**src/rtl/fse_pkg.sv**
```systemverilog
// Shared package for the floor-sum engine: operand widths, datapath
// commands, controller states and the status bundle.
// No dependencies.
package fse_pkg;

    // Width of every input operand.
    localparam int OB       = 31;
    // Term count width: holds last_index + 1.
    localparam int CNT_W    = OB + 1;
    // Shared multiplier operand width and its product width.
    localparam int MUL_W    = CNT_W;
    localparam int PROD_W   = 2 * MUL_W;
    // Accumulator width, fixed by the result field.
    localparam int ACC_W    = 64;
    // Serial divider dividend width: a * last + b stays below 2^(2*OB+1).
    localparam int DIVN_W   = 2 * OB + 1;
    localparam int DIV_CNT_W = $clog2(DIVN_W + 1);
    // Stream widths, rounded up to whole bytes.
    localparam int S_TDATA_W = ((4 * OB + 7) / 8) * 8;
    localparam int M_TDATA_W = ACC_W;

    // Commands from the controller to the datapath.
    typedef enum logic [4:0] {
        CMD_NONE,
        CMD_LOAD,
        CMD_DIV_A,
        CMD_DIV_B,
        CMD_DIV_M,
        CMD_SAVE_QA,
        CMD_SAVE_QB,
        CMD_SAVE_M,
        CMD_MUL_TRI,
        CMD_SAVE_TRI,
        CMD_MUL_TLO,
        CMD_MUL_THI,
        CMD_MUL_CQB,
        CMD_MUL_AL,
        CMD_MUL_ML,
        CMD_ACC_LO,
        CMD_ACC_HI,
        CMD_REFLECT,
        CMD_EMIT
    } dp_cmd_t;

    // Controller states.
    typedef enum logic [4:0] {
        ST_IDLE,
        ST_CHECK,
        ST_R_DIVA,
        ST_R_WA,
        ST_R_SQA,
        ST_R_DIVB,
        ST_R_WB,
        ST_R_SQB,
        ST_R_MTRI,
        ST_R_STRI,
        ST_R_MTLO,
        ST_R_ALO,
        ST_R_MTHI,
        ST_R_AHI,
        ST_R_MCQB,
        ST_R_ACQB,
        ST_X_MAL,
        ST_X_DIVM,
        ST_X_WM,
        ST_X_SM,
        ST_X_MML,
        ST_X_AML,
        ST_X_REFL,
        ST_F_DIVB,
        ST_F_WB,
        ST_F_SQB,
        ST_F_MCQB,
        ST_F_ACQB,
        ST_EMIT
    } fse_state_t;

    // Status from the datapath to the controller.
    typedef struct packed {
        logic c_zero;
        logic a_zero;
        logic cnt_zero;
        logic reduce;
        logic div_busy;
        logic out_free;
    } dp_status_t;

endpackage

```
**src/rtl/fse_div.sv**
```systemverilog
// Restoring serial divider, one quotient bit per cycle.
// Depends on fse_pkg.
module fse_div import fse_pkg::*; (
    input  logic              aclk,
    input  logic              aresetn,
    input  logic              start,
    input  logic              short_op,
    input  logic [DIVN_W-1:0] dividend,
    input  logic [OB-1:0]     divisor,
    output logic              busy,
    output logic [DIVN_W-1:0] quotient,
    output logic [OB-1:0]     remainder
);

    logic [DIVN_W-1:0]    quo_reg, quo_next;
    logic [OB-1:0]        rem_reg, rem_next;
    logic [DIV_CNT_W-1:0] count_reg, count_next;
    logic [OB:0]          trial;
    logic [OB:0]          diff;
    logic                 fits;

    // One trial subtraction of the shifted partial remainder.
    always_comb begin
        trial = {rem_reg, quo_reg[DIVN_W-1]};
        diff  = trial - {1'b0, divisor};
        fits  = (trial >= {1'b0, divisor});
    end

    // Next values: a short operation pre-aligns an OB-bit dividend to the top.
    always_comb begin
        quo_next   = quo_reg;
        rem_next   = rem_reg;
        count_next = count_reg;
        if (start) begin
            quo_next   = short_op ? (dividend << (DIVN_W - OB)) : dividend;
            rem_next   = '0;
            count_next = short_op ? DIV_CNT_W'(OB) : DIV_CNT_W'(DIVN_W);
        end else if (count_reg != '0) begin
            quo_next   = {quo_reg[DIVN_W-2:0], fits};
            rem_next   = fits ? diff[OB-1:0] : trial[OB-1:0];
            count_next = count_reg - 1'b1;
        end
    end

    always_ff @(posedge aclk) begin
        if (!aresetn) begin
            count_reg <= '0;
        end else begin
            count_reg <= count_next;
        end
    end

    always_ff @(posedge aclk) begin
        quo_reg <= quo_next;
        rem_reg <= rem_next;
    end

    assign busy      = (count_reg != '0);
    assign quotient  = quo_reg;
    assign remainder = rem_reg;

endmodule

```
**src/rtl/fse_dp.sv**
```systemverilog
// Datapath of the floor-sum engine: operand registers, shared multiplier,
// serial divider, signed accumulator and the result word register.
// Depends on fse_pkg and fse_div.
module fse_dp import fse_pkg::*; (
    input  logic                 aclk,
    input  logic                 aresetn,
    input  dp_cmd_t              cmd,
    input  logic [OB-1:0]        in_slope,
    input  logic [OB-1:0]        in_offset,
    input  logic [OB-1:0]        in_divisor,
    input  logic [OB-1:0]        in_last_index,
    input  logic                 m_tready,
    output logic                 m_tvalid,
    output logic [M_TDATA_W-1:0] m_tdata,
    output dp_status_t           status
);

    logic [OB-1:0]     a_reg, a_next, b_reg, b_next, c_reg, c_next;
    logic [CNT_W-1:0]  cnt_reg, cnt_next, m_reg, m_next;
    logic [OB-1:0]     qa_reg, qa_next, qb_reg, qb_next;
    logic [PROD_W-1:0] mul_reg, mul_next, tri_reg, tri_next;
    logic [ACC_W-1:0]  acc_reg, acc_next, term;
    logic              neg_reg, neg_next;
    logic [ACC_W-1:0]  out_reg, out_next;
    logic              out_valid_reg, out_valid_next;
    logic [OB-1:0]     last;
    logic [MUL_W-1:0]  mul_x, mul_y;
    logic              div_start, div_short, div_busy;
    logic [DIVN_W-1:0] div_dividend, div_quo;
    logic [OB-1:0]     div_rem;

    assign last = OB'(cnt_reg - 1'b1);

    // Divider hookup.
    always_comb begin
        div_start    = 1'b0;
        div_short    = 1'b1;
        div_dividend = DIVN_W'(a_reg);
        case (cmd)
            CMD_DIV_A: begin
                div_start = 1'b1;
            end
            CMD_DIV_B: begin
                div_start    = 1'b1;
                div_dividend = DIVN_W'(b_reg);
            end
            CMD_DIV_M: begin
                div_start    = 1'b1;
                div_short    = 1'b0;
                div_dividend = DIVN_W'(mul_reg + PROD_W'(b_reg));
            end
            default: begin
                div_start = 1'b0;
            end
        endcase
    end

    fse_div u_div (
        .aclk      (aclk),
        .aresetn   (aresetn),
        .start     (div_start),
        .short_op  (div_short),
        .dividend  (div_dividend),
        .divisor   (c_reg),
        .busy      (div_busy),
        .quotient  (div_quo),
        .remainder (div_rem)
    );

    // Operand selection for the shared multiplier.
    always_comb begin
        mul_x = MUL_W'(last);
        mul_y = cnt_reg;
        case (cmd)
            CMD_MUL_TLO: begin
                mul_x = tri_reg[MUL_W-1:0];
                mul_y = MUL_W'(qa_reg);
            end
            CMD_MUL_THI: begin
                mul_x = tri_reg[PROD_W-1:MUL_W];
                mul_y = MUL_W'(qa_reg);
            end
            CMD_MUL_CQB: begin
                mul_x = cnt_reg;
                mul_y = MUL_W'(qb_reg);
            end
            CMD_MUL_AL: begin
                mul_x = MUL_W'(a_reg);
                mul_y = MUL_W'(last);
            end
            CMD_MUL_ML: begin
                mul_x = m_reg;
                mul_y = MUL_W'(last);
            end
            default: begin
                mul_x = MUL_W'(last);
                mul_y = cnt_reg;
            end
        endcase
    end

    // Accumulator term: the low form takes the product, the high form takes it
    // shifted up by one multiplier operand width; it is added, or subtracted while the sign flag is set, modulo 2^64.
    always_comb begin
        term = ACC_W'(mul_reg);
        if (cmd == CMD_ACC_HI) begin
            term = term << MUL_W;
        end
    end

    // Register updates per command.
    always_comb begin
        a_next         = a_reg;
        b_next         = b_reg;
        c_next         = c_reg;
        cnt_next       = cnt_reg;
        m_next         = m_reg;
        qa_next        = qa_reg;
        qb_next        = qb_reg;
        tri_next       = tri_reg;
        acc_next       = acc_reg;
        neg_next       = neg_reg;
        mul_next       = mul_reg;
        out_next       = out_reg;
        out_valid_next = out_valid_reg && !m_tready;
        case (cmd)
            CMD_LOAD: begin
                a_next   = in_slope;
                b_next   = in_offset;
                c_next   = in_divisor;
                cnt_next = CNT_W'(in_last_index) + 1'b1;
                acc_next = '0;
                neg_next = 1'b0;
            end
            CMD_SAVE_QA: begin
                qa_next = div_quo[OB-1:0];
                a_next  = div_rem;
            end
            CMD_SAVE_QB: begin
                qb_next = div_quo[OB-1:0];
                b_next  = div_rem;
            end
            CMD_SAVE_M: begin
                m_next = div_quo[CNT_W-1:0];
            end
            CMD_SAVE_TRI: begin
                tri_next = mul_reg >> 1;
            end
            CMD_MUL_TRI, CMD_MUL_TLO, CMD_MUL_THI, CMD_MUL_CQB,
            CMD_MUL_AL, CMD_MUL_ML: begin
                mul_next = PROD_W'(mul_x) * PROD_W'(mul_y);
            end
            CMD_ACC_LO, CMD_ACC_HI: begin
                acc_next = neg_reg ? (acc_reg - term) : (acc_reg + term);
            end
            CMD_REFLECT: begin
                b_next   = c_reg - b_reg - 1'b1;
                a_next   = c_reg;
                c_next   = a_reg;
                cnt_next = m_reg;
                neg_next = !neg_reg;
            end
            CMD_EMIT: begin
                out_next       = acc_reg;
                out_valid_next = 1'b1;
            end
            default: begin
                out_next = out_reg;
            end
        endcase
    end

    always_ff @(posedge aclk) begin
        if (!aresetn) begin
            out_valid_reg <= 1'b0;
        end else begin
            out_valid_reg <= out_valid_next;
        end
    end

    always_ff @(posedge aclk) begin
        a_reg   <= a_next;
        b_reg   <= b_next;
        c_reg   <= c_next;
        cnt_reg <= cnt_next;
        m_reg   <= m_next;
        qa_reg  <= qa_next;
        qb_reg  <= qb_next;
        tri_reg <= tri_next;
        acc_reg <= acc_next;
        neg_reg <= neg_next;
        mul_reg <= mul_next;
        out_reg <= out_next;
    end

    // Status back to the controller.
    always_comb begin
        status.c_zero   = (c_reg == '0);
        status.a_zero   = (a_reg == '0);
        status.cnt_zero = (cnt_reg == '0);
        status.reduce   = (a_reg >= c_reg) || (b_reg >= c_reg);
        status.div_busy = div_busy;
        status.out_free = !out_valid_reg || m_tready;
    end

    assign m_tvalid = out_valid_reg;
    assign m_tdata  = out_reg;

endmodule

```
**src/rtl/fse_ctrl.sv**
```systemverilog
// Controller of the floor-sum engine: sequences reduction, reflection and
// the final step by issuing one datapath command per cycle.
// Depends on fse_pkg.
module fse_ctrl import fse_pkg::*; (
    input  logic       aclk,
    input  logic       aresetn,
    input  logic       s_tvalid,
    output logic       s_tready,
    input  dp_status_t status,
    output dp_cmd_t    cmd
);

    fse_state_t state_reg, state_next;

    always_ff @(posedge aclk) begin
        if (!aresetn) begin
            state_reg <= ST_IDLE;
        end else begin
            state_reg <= state_next;
        end
    end

    // Next state.
    always_comb begin
        state_next = state_reg;
        case (state_reg)
            ST_IDLE:   if (s_tvalid) state_next = ST_CHECK;
            ST_CHECK: begin
                if (status.c_zero) begin
                    state_next = ST_EMIT;
                end else if (status.a_zero || status.cnt_zero) begin
                    state_next = ST_F_DIVB;
                end else if (status.reduce) begin
                    state_next = ST_R_DIVA;
                end else begin
                    state_next = ST_X_MAL;
                end
            end
            ST_R_DIVA: state_next = ST_R_WA;
            ST_R_WA:   if (!status.div_busy) state_next = ST_R_SQA;
            ST_R_SQA:  state_next = ST_R_DIVB;
            ST_R_DIVB: state_next = ST_R_WB;
            ST_R_WB:   if (!status.div_busy) state_next = ST_R_SQB;
            ST_R_SQB:  state_next = ST_R_MTRI;
            ST_R_MTRI: state_next = ST_R_STRI;
            ST_R_STRI: state_next = ST_R_MTLO;
            ST_R_MTLO: state_next = ST_R_ALO;
            ST_R_ALO:  state_next = ST_R_MTHI;
            ST_R_MTHI: state_next = ST_R_AHI;
            ST_R_AHI:  state_next = ST_R_MCQB;
            ST_R_MCQB: state_next = ST_R_ACQB;
            ST_R_ACQB: state_next = ST_CHECK;
            ST_X_MAL:  state_next = ST_X_DIVM;
            ST_X_DIVM: state_next = ST_X_WM;
            ST_X_WM:   if (!status.div_busy) state_next = ST_X_SM;
            ST_X_SM:   state_next = ST_X_MML;
            ST_X_MML:  state_next = ST_X_AML;
            ST_X_AML:  state_next = ST_X_REFL;
            ST_X_REFL: state_next = ST_CHECK;
            ST_F_DIVB: state_next = ST_F_WB;
            ST_F_WB:   if (!status.div_busy) state_next = ST_F_SQB;
            ST_F_SQB:  state_next = ST_F_MCQB;
            ST_F_MCQB: state_next = ST_F_ACQB;
            ST_F_ACQB: state_next = ST_EMIT;
            ST_EMIT:   if (status.out_free) state_next = ST_IDLE;
            default:   state_next = ST_IDLE;
        endcase
    end

    // Outputs.
    always_comb begin
        cmd      = CMD_NONE;
        s_tready = 1'b0;
        case (state_reg)
            ST_IDLE: begin
                s_tready = 1'b1;
                if (s_tvalid) cmd = CMD_LOAD;
            end
            ST_R_DIVA: cmd = CMD_DIV_A;
            ST_R_SQA:  cmd = CMD_SAVE_QA;
            ST_R_DIVB: cmd = CMD_DIV_B;
            ST_R_SQB:  cmd = CMD_SAVE_QB;
            ST_R_MTRI: cmd = CMD_MUL_TRI;
            ST_R_STRI: cmd = CMD_SAVE_TRI;
            ST_R_MTLO: cmd = CMD_MUL_TLO;
            ST_R_ALO:  cmd = CMD_ACC_LO;
            ST_R_MTHI: cmd = CMD_MUL_THI;
            ST_R_AHI:  cmd = CMD_ACC_HI;
            ST_R_MCQB: cmd = CMD_MUL_CQB;
            ST_R_ACQB: cmd = CMD_ACC_LO;
            ST_X_MAL:  cmd = CMD_MUL_AL;
            ST_X_DIVM: cmd = CMD_DIV_M;
            ST_X_SM:   cmd = CMD_SAVE_M;
            ST_X_MML:  cmd = CMD_MUL_ML;
            ST_X_AML:  cmd = CMD_ACC_LO;
            ST_X_REFL: cmd = CMD_REFLECT;
            ST_F_DIVB: cmd = CMD_DIV_B;
            ST_F_SQB:  cmd = CMD_SAVE_QB;
            ST_F_MCQB: cmd = CMD_MUL_CQB;
            ST_F_ACQB: cmd = CMD_ACC_LO;
            ST_EMIT:   if (status.out_free) cmd = CMD_EMIT;
            default:   cmd = CMD_NONE;
        endcase
    end

endmodule

```
**src/rtl/floor_sum_engine.sv**
```systemverilog
// Floor-sum engine: for one request word (a, b, c, n) it returns one word
// holding the sum of floor((a*i + b) / c) for i = 0..n, modulo 2^64.
//
// The slave channel takes request words while s_tready is high, which is
// only when no request is in progress. The master channel offers the result
// word in an output register; the next request may be taken while that
// word still waits for m_tready, and a stalled receiver only holds the
// engine once a second result is ready to be written.
// A zero divisor gives a result of zero.
//
// The work runs as Euclid-like rounds in a serial divider of one bit a
// cycle and a shared 32 x 32 multiplier: reducing rounds, reflecting
// rounds and the closing step, which writes the result word; the engine
// then returns to idle, where the next request is taken. In the worst
// case the serial divider sets the time a request takes.
// Reset clears the controller and the output valid flag; no result is
// offered after reset until a request has been processed.
//
// Depends on fse_pkg, fse_ctrl, fse_dp.
module floor_sum_engine import fse_pkg::*; (
    input  logic                 aclk,
    input  logic                 aresetn,
    input  logic                 s_tvalid,
    output logic                 s_tready,
    // Fields from bit 0 up: slope, offset, divisor, last_index, zero padding.
    input  logic [S_TDATA_W-1:0] s_tdata,
    output logic                 m_tvalid,
    input  logic                 m_tready,
    // Fields from bit 0 up: total.
    output logic [M_TDATA_W-1:0] m_tdata
);

    dp_cmd_t    cmd;
    dp_status_t status;

    fse_ctrl u_ctrl (
        .aclk     (aclk),
        .aresetn  (aresetn),
        .s_tvalid (s_tvalid),
        .s_tready (s_tready),
        .status   (status),
        .cmd      (cmd)
    );

    fse_dp u_dp (
        .aclk          (aclk),
        .aresetn       (aresetn),
        .cmd           (cmd),
        .in_slope      (s_tdata[OB-1:0]),
        .in_offset     (s_tdata[2*OB-1:OB]),
        .in_divisor    (s_tdata[3*OB-1:2*OB]),
        .in_last_index (s_tdata[4*OB-1:3*OB]),
        .m_tready      (m_tready),
        .m_tvalid      (m_tvalid),
        .m_tdata       (m_tdata),
        .status        (status)
    );

endmodule

```
**config.mk**
```make
export PLATFORM = sky130hd
export DESIGN_NAME = floor_sum_engine
export DESIGN_NICKNAME = d
export VERILOG_FILES = /design/src/rtl/fse_pkg.sv /design/src/rtl/fse_div.sv /design/src/rtl/fse_dp.sv /design/src/rtl/fse_ctrl.sv /design/src/rtl/floor_sum_engine.sv
export SDC_FILE = /design/constraint.sdc
export NUM_CORES = 2
export LEC_CHECK = 0
export ABC_CLOCK_PERIOD_IN_PS = 14100
export BUFFER_PORTS_ARGS = -buffer_cell sky130_fd_sc_hd__buf_4
export CAP_MARGIN = 20
export CORE_MARGIN = 2
export CORE_UTILIZATION = 25
export DETAILED_ROUTE_END_ITERATION = 7
export SLEW_MARGIN = 20
export SYNTH_ARGS = -nofsm -noshare
export SYNTH_HDL_FRONTEND = slang
export SYNTH_SLANG_ARGS = --single-unit
export TNS_END_PERCENT = 50
```
**constraint.sdc**
```tcl
create_clock -name aclk -period 14.1 [get_ports aclk]
set_input_delay 2.82 -clock aclk [delete_from_list [all_inputs] [get_ports aclk]]
set_output_delay 2.82 -clock aclk [all_outputs]
set_load 0.05 [all_outputs]
```
==> metrics <==
max-slew violation count 0; number of buffer cells added on primary ports between 150 and 200; Fmax 80.5 MHz; maximum number of pins on one net before global-route repair between 80 and 90; Setup crit end kind register; Clock H-tree levels 3; critical path fanouts, max 33; number of global-route vias before repair roughly 57,000; setup total negative slack 0 ns; number of synthesized register bits 581; number of nets in the synthesized netlist roughly 9,200; Netlist cell types approximately 100; CTS tree built; headroom to the max-slew limit 0.157; path type of the worst min-delay path register to register; cell count after synthesis 7,635; period utilisation layout 0.882; setup repair after global routing missed its margin no; pin slew with the least headroom to its limit around 1.3 ns; post-detailed-route wirelength per cell between 20 and 25 um; cell repeated most along the worst path sky130_fd_sc_hd__fa_1; wire length reported by the detailed router 259,000 um; critical-path cell with the highest stage delay sky130_fd_sc_hd__a221oi_1; post-CTS sizing 0; Cell Count, Final, Fillers Out around 11,000; start point of the worst min-delay path u_dp.mul_reg[63]; result of the run complete, no violations; data arrival time of the critical path 12.81 ns; CTS buffer count 72; worst stage delay on the critical path slightly below 1 ns; setup slack on the worst flop-to-flop path around 1.7 ns; Remaining DRCs 0; number of iterations in the first detailed-routing pass 8; Initial Utilization 0.251; half-perimeter wire length after detailed placement ~200,000 um; Synth Warn # 0; endpoints failing hold 0; cell family with most CP delay adder cells; area added between synthesis and finish 12.3%; I/O pin cnt 198; end point of the worst hold path u_dp.tri_reg[62]; Nets 9,207; height of the die between 500 and 600 um; sort of element at the start of the critical path register; sum of buffers and inverters on the critical path 7; die area ~280,000 um^2; number of antenna violations at the first check in global routing 32; launch instance of the worst register-to-register path u_ctrl.state_reg[0]; fill cell count around 30,000; Post-synth ARST share 0; main flop type after synthesis sky130_fd_sc_hd__edfxtp_1; hold_buf cts 0; mean number of vias per cell 5.03; instance count along the most critical hold path 0; clock latency reported for the late side of the worst-skew pair about 0.66 ns; share of the yosys chip area belonging to registers 0.243; setup bufs post-CTS 0; largest clock skew in the final design about 0.039 ns; average footprint of a synthesized cell between 9 and 10 um^2; capture point of the worst reg-to-reg path u_dp.mul_reg[54]; Clk pin slew, worst setup/hold paths 0.06 ns; Rows approximately 190; max cap viols 0; reg2reg path depth 33; Setup CP Type register to register; Clock Tree Buf Depth 3; clk sinks just under 600; global placement routability congestion 0.972; WP data required about 14 ns; final number of setup-violating endpoints 0; violation count after the first detailed-route iteration 6,413; first-pass GRT wire length ~380,000 um; share of final-layout standard cells stronger than drive strength 1 0.0789; Std-Cell Core Area around 280,000 um^2; total overflow reported by the global router 0; overall routing resource usage 0.179; CTS root buf sky130_fd_sc_hd__clkbuf_16; number of routed nets with antenna violations 0; Min Clock Period, post-route around 12 ns; number of cells after detailed placement 11,339; total number of vias approximately 58,000; die width 533 um; Post-synth EDFFs around 540; post-synthesis cell area approximately 70,000 um^2
-- synth_stat cells, types with 72 or more instances --
library cell               instances  area (um^2)
sky130_fd_sc_hd__a21oi_1         305         1530
sky130_fd_sc_hd__fa_1            900        18000
sky130_fd_sc_hd__mux2i_1          72          721
sky130_fd_sc_hd__xnor2_1         151         1320
sky130_fd_sc_hd__nand2_1         956         3590
sky130_fd_sc_hd__ha_1            484         6060
sky130_fd_sc_hd__nor3_1          104          521
sky130_fd_sc_hd__xor2_1          186         1630
sky130_fd_sc_hd__a21o_1          135         1010
sky130_fd_sc_hd__inv_1          1059         3980
sky130_fd_sc_hd__nand3_1         123          616
sky130_fd_sc_hd__a22oi_1         109          818
sky130_fd_sc_hd__edfxtp_1        538        16200
sky130_fd_sc_hd__nor2_1          892         3350
sky130_fd_sc_hd__clkbuf_1        309         1160
sky130_fd_sc_hd__o21ai_0         287         1440
-- cell usage in the layout (no fill, tap or decap), types with 120 or more instances in the layout --
cell / synthesis / layout
sky130_fd_sc_hd__a21o_1: 135 / 134
sky130_fd_sc_hd__a21oi_1: 305 / 300
sky130_fd_sc_hd__buf_4: 1 / 374
sky130_fd_sc_hd__edfxtp_1: 538 / 538
sky130_fd_sc_hd__fa_1: 900 / 900
sky130_fd_sc_hd__ha_1: 484 / 484
sky130_fd_sc_hd__inv_1: 1059 / 1059
sky130_fd_sc_hd__nand2_1: 956 / 954
sky130_fd_sc_hd__nand3_1: 123 / 120
sky130_fd_sc_hd__nor2_1: 892 / 881
sky130_fd_sc_hd__o21ai_0: 287 / 285
sky130_fd_sc_hd__xnor2_1: 151 / 151
sky130_fd_sc_hd__xor2_1: 186 / 186
-- worst max path at each step --
stage | endpoint | depth (start not counted) | from
global placement | u_dp.mul_reg[55] | 33 | u_ctrl.state_reg[2]
CTS | u_dp.mul_reg[54] | 31 | u_ctrl.state_reg[2]
floorplan | u_dp.mul_reg[62] | 35 | u_dp.cnt_reg[0]
global route | u_dp.mul_reg[54] | 33 | u_ctrl.state_reg[0]
detailed placement | u_dp.mul_reg[55] | 33 | u_ctrl.state_reg[2]
finish | u_dp.mul_reg[54] | 33 | u_ctrl.state_reg[0]
-- layer usage --
| metal | vias to the layer above | GRT usage | part of all wire |
|---|---|---|---|
| met2 | 2871 | 0.271 | 0.44 |
| met4 | 8 | 0.0982 | 0.058 |
| met3 | 574 | 0.0367 | 0.097 |
| met5 | - | 0 | 0.00017 |
| li1 | 25478 | - | - |
| met1 | 28891 | 0.238 | 0.41 |
-- through the flow --
step	hold slack, ns	utilization	cell area (um^2)	setup WS (ns)
floorplan	0.424	-	69900	4.25
global placement	0.446	0.273	76100	1.91
CTS	0.469	0.281	78400	1.99
global route	0.483	0.282	78500	1.37
finish	0.476	0.282	78500	1.67
detailed placement	0.450	0.273	76100	2.04
-- final cells by class --
type / instances / area [um^2] / share of cell area
clock inverters: 39 / 382 / 0.00486
well taps: 3724 / 4660 / 0.0594
multi-input cells: 5598 / 47600 / 0.607
clock buffers: 88 / 1930 / 0.0246
flip-flops and latches: 581 / 17000 / 0.217
diodes: 20 / 50.0 / 0.000638
repair buffers: 376 / 2830 / 0.0361
inverters: 1062 / 3990 / 0.0508
-- cell families (layout without fill, tap and decap cells) --
family          Yosys count  after routing  synth area share
other cells               1             21         0.0000537
xor+xnor                338            338            0.0425
buf+inv                1456           1565            0.0798
fa+ha+maj              1384           1384             0.344
simple gates           2461           2461             0.153
flops                   581            581             0.243
compound gates         1341           1341             0.127
mux                      73             73            0.0105
Power is not shown: default switching activity piles up to over one toggle a cycle in this logic, so the estimate is an artifact.
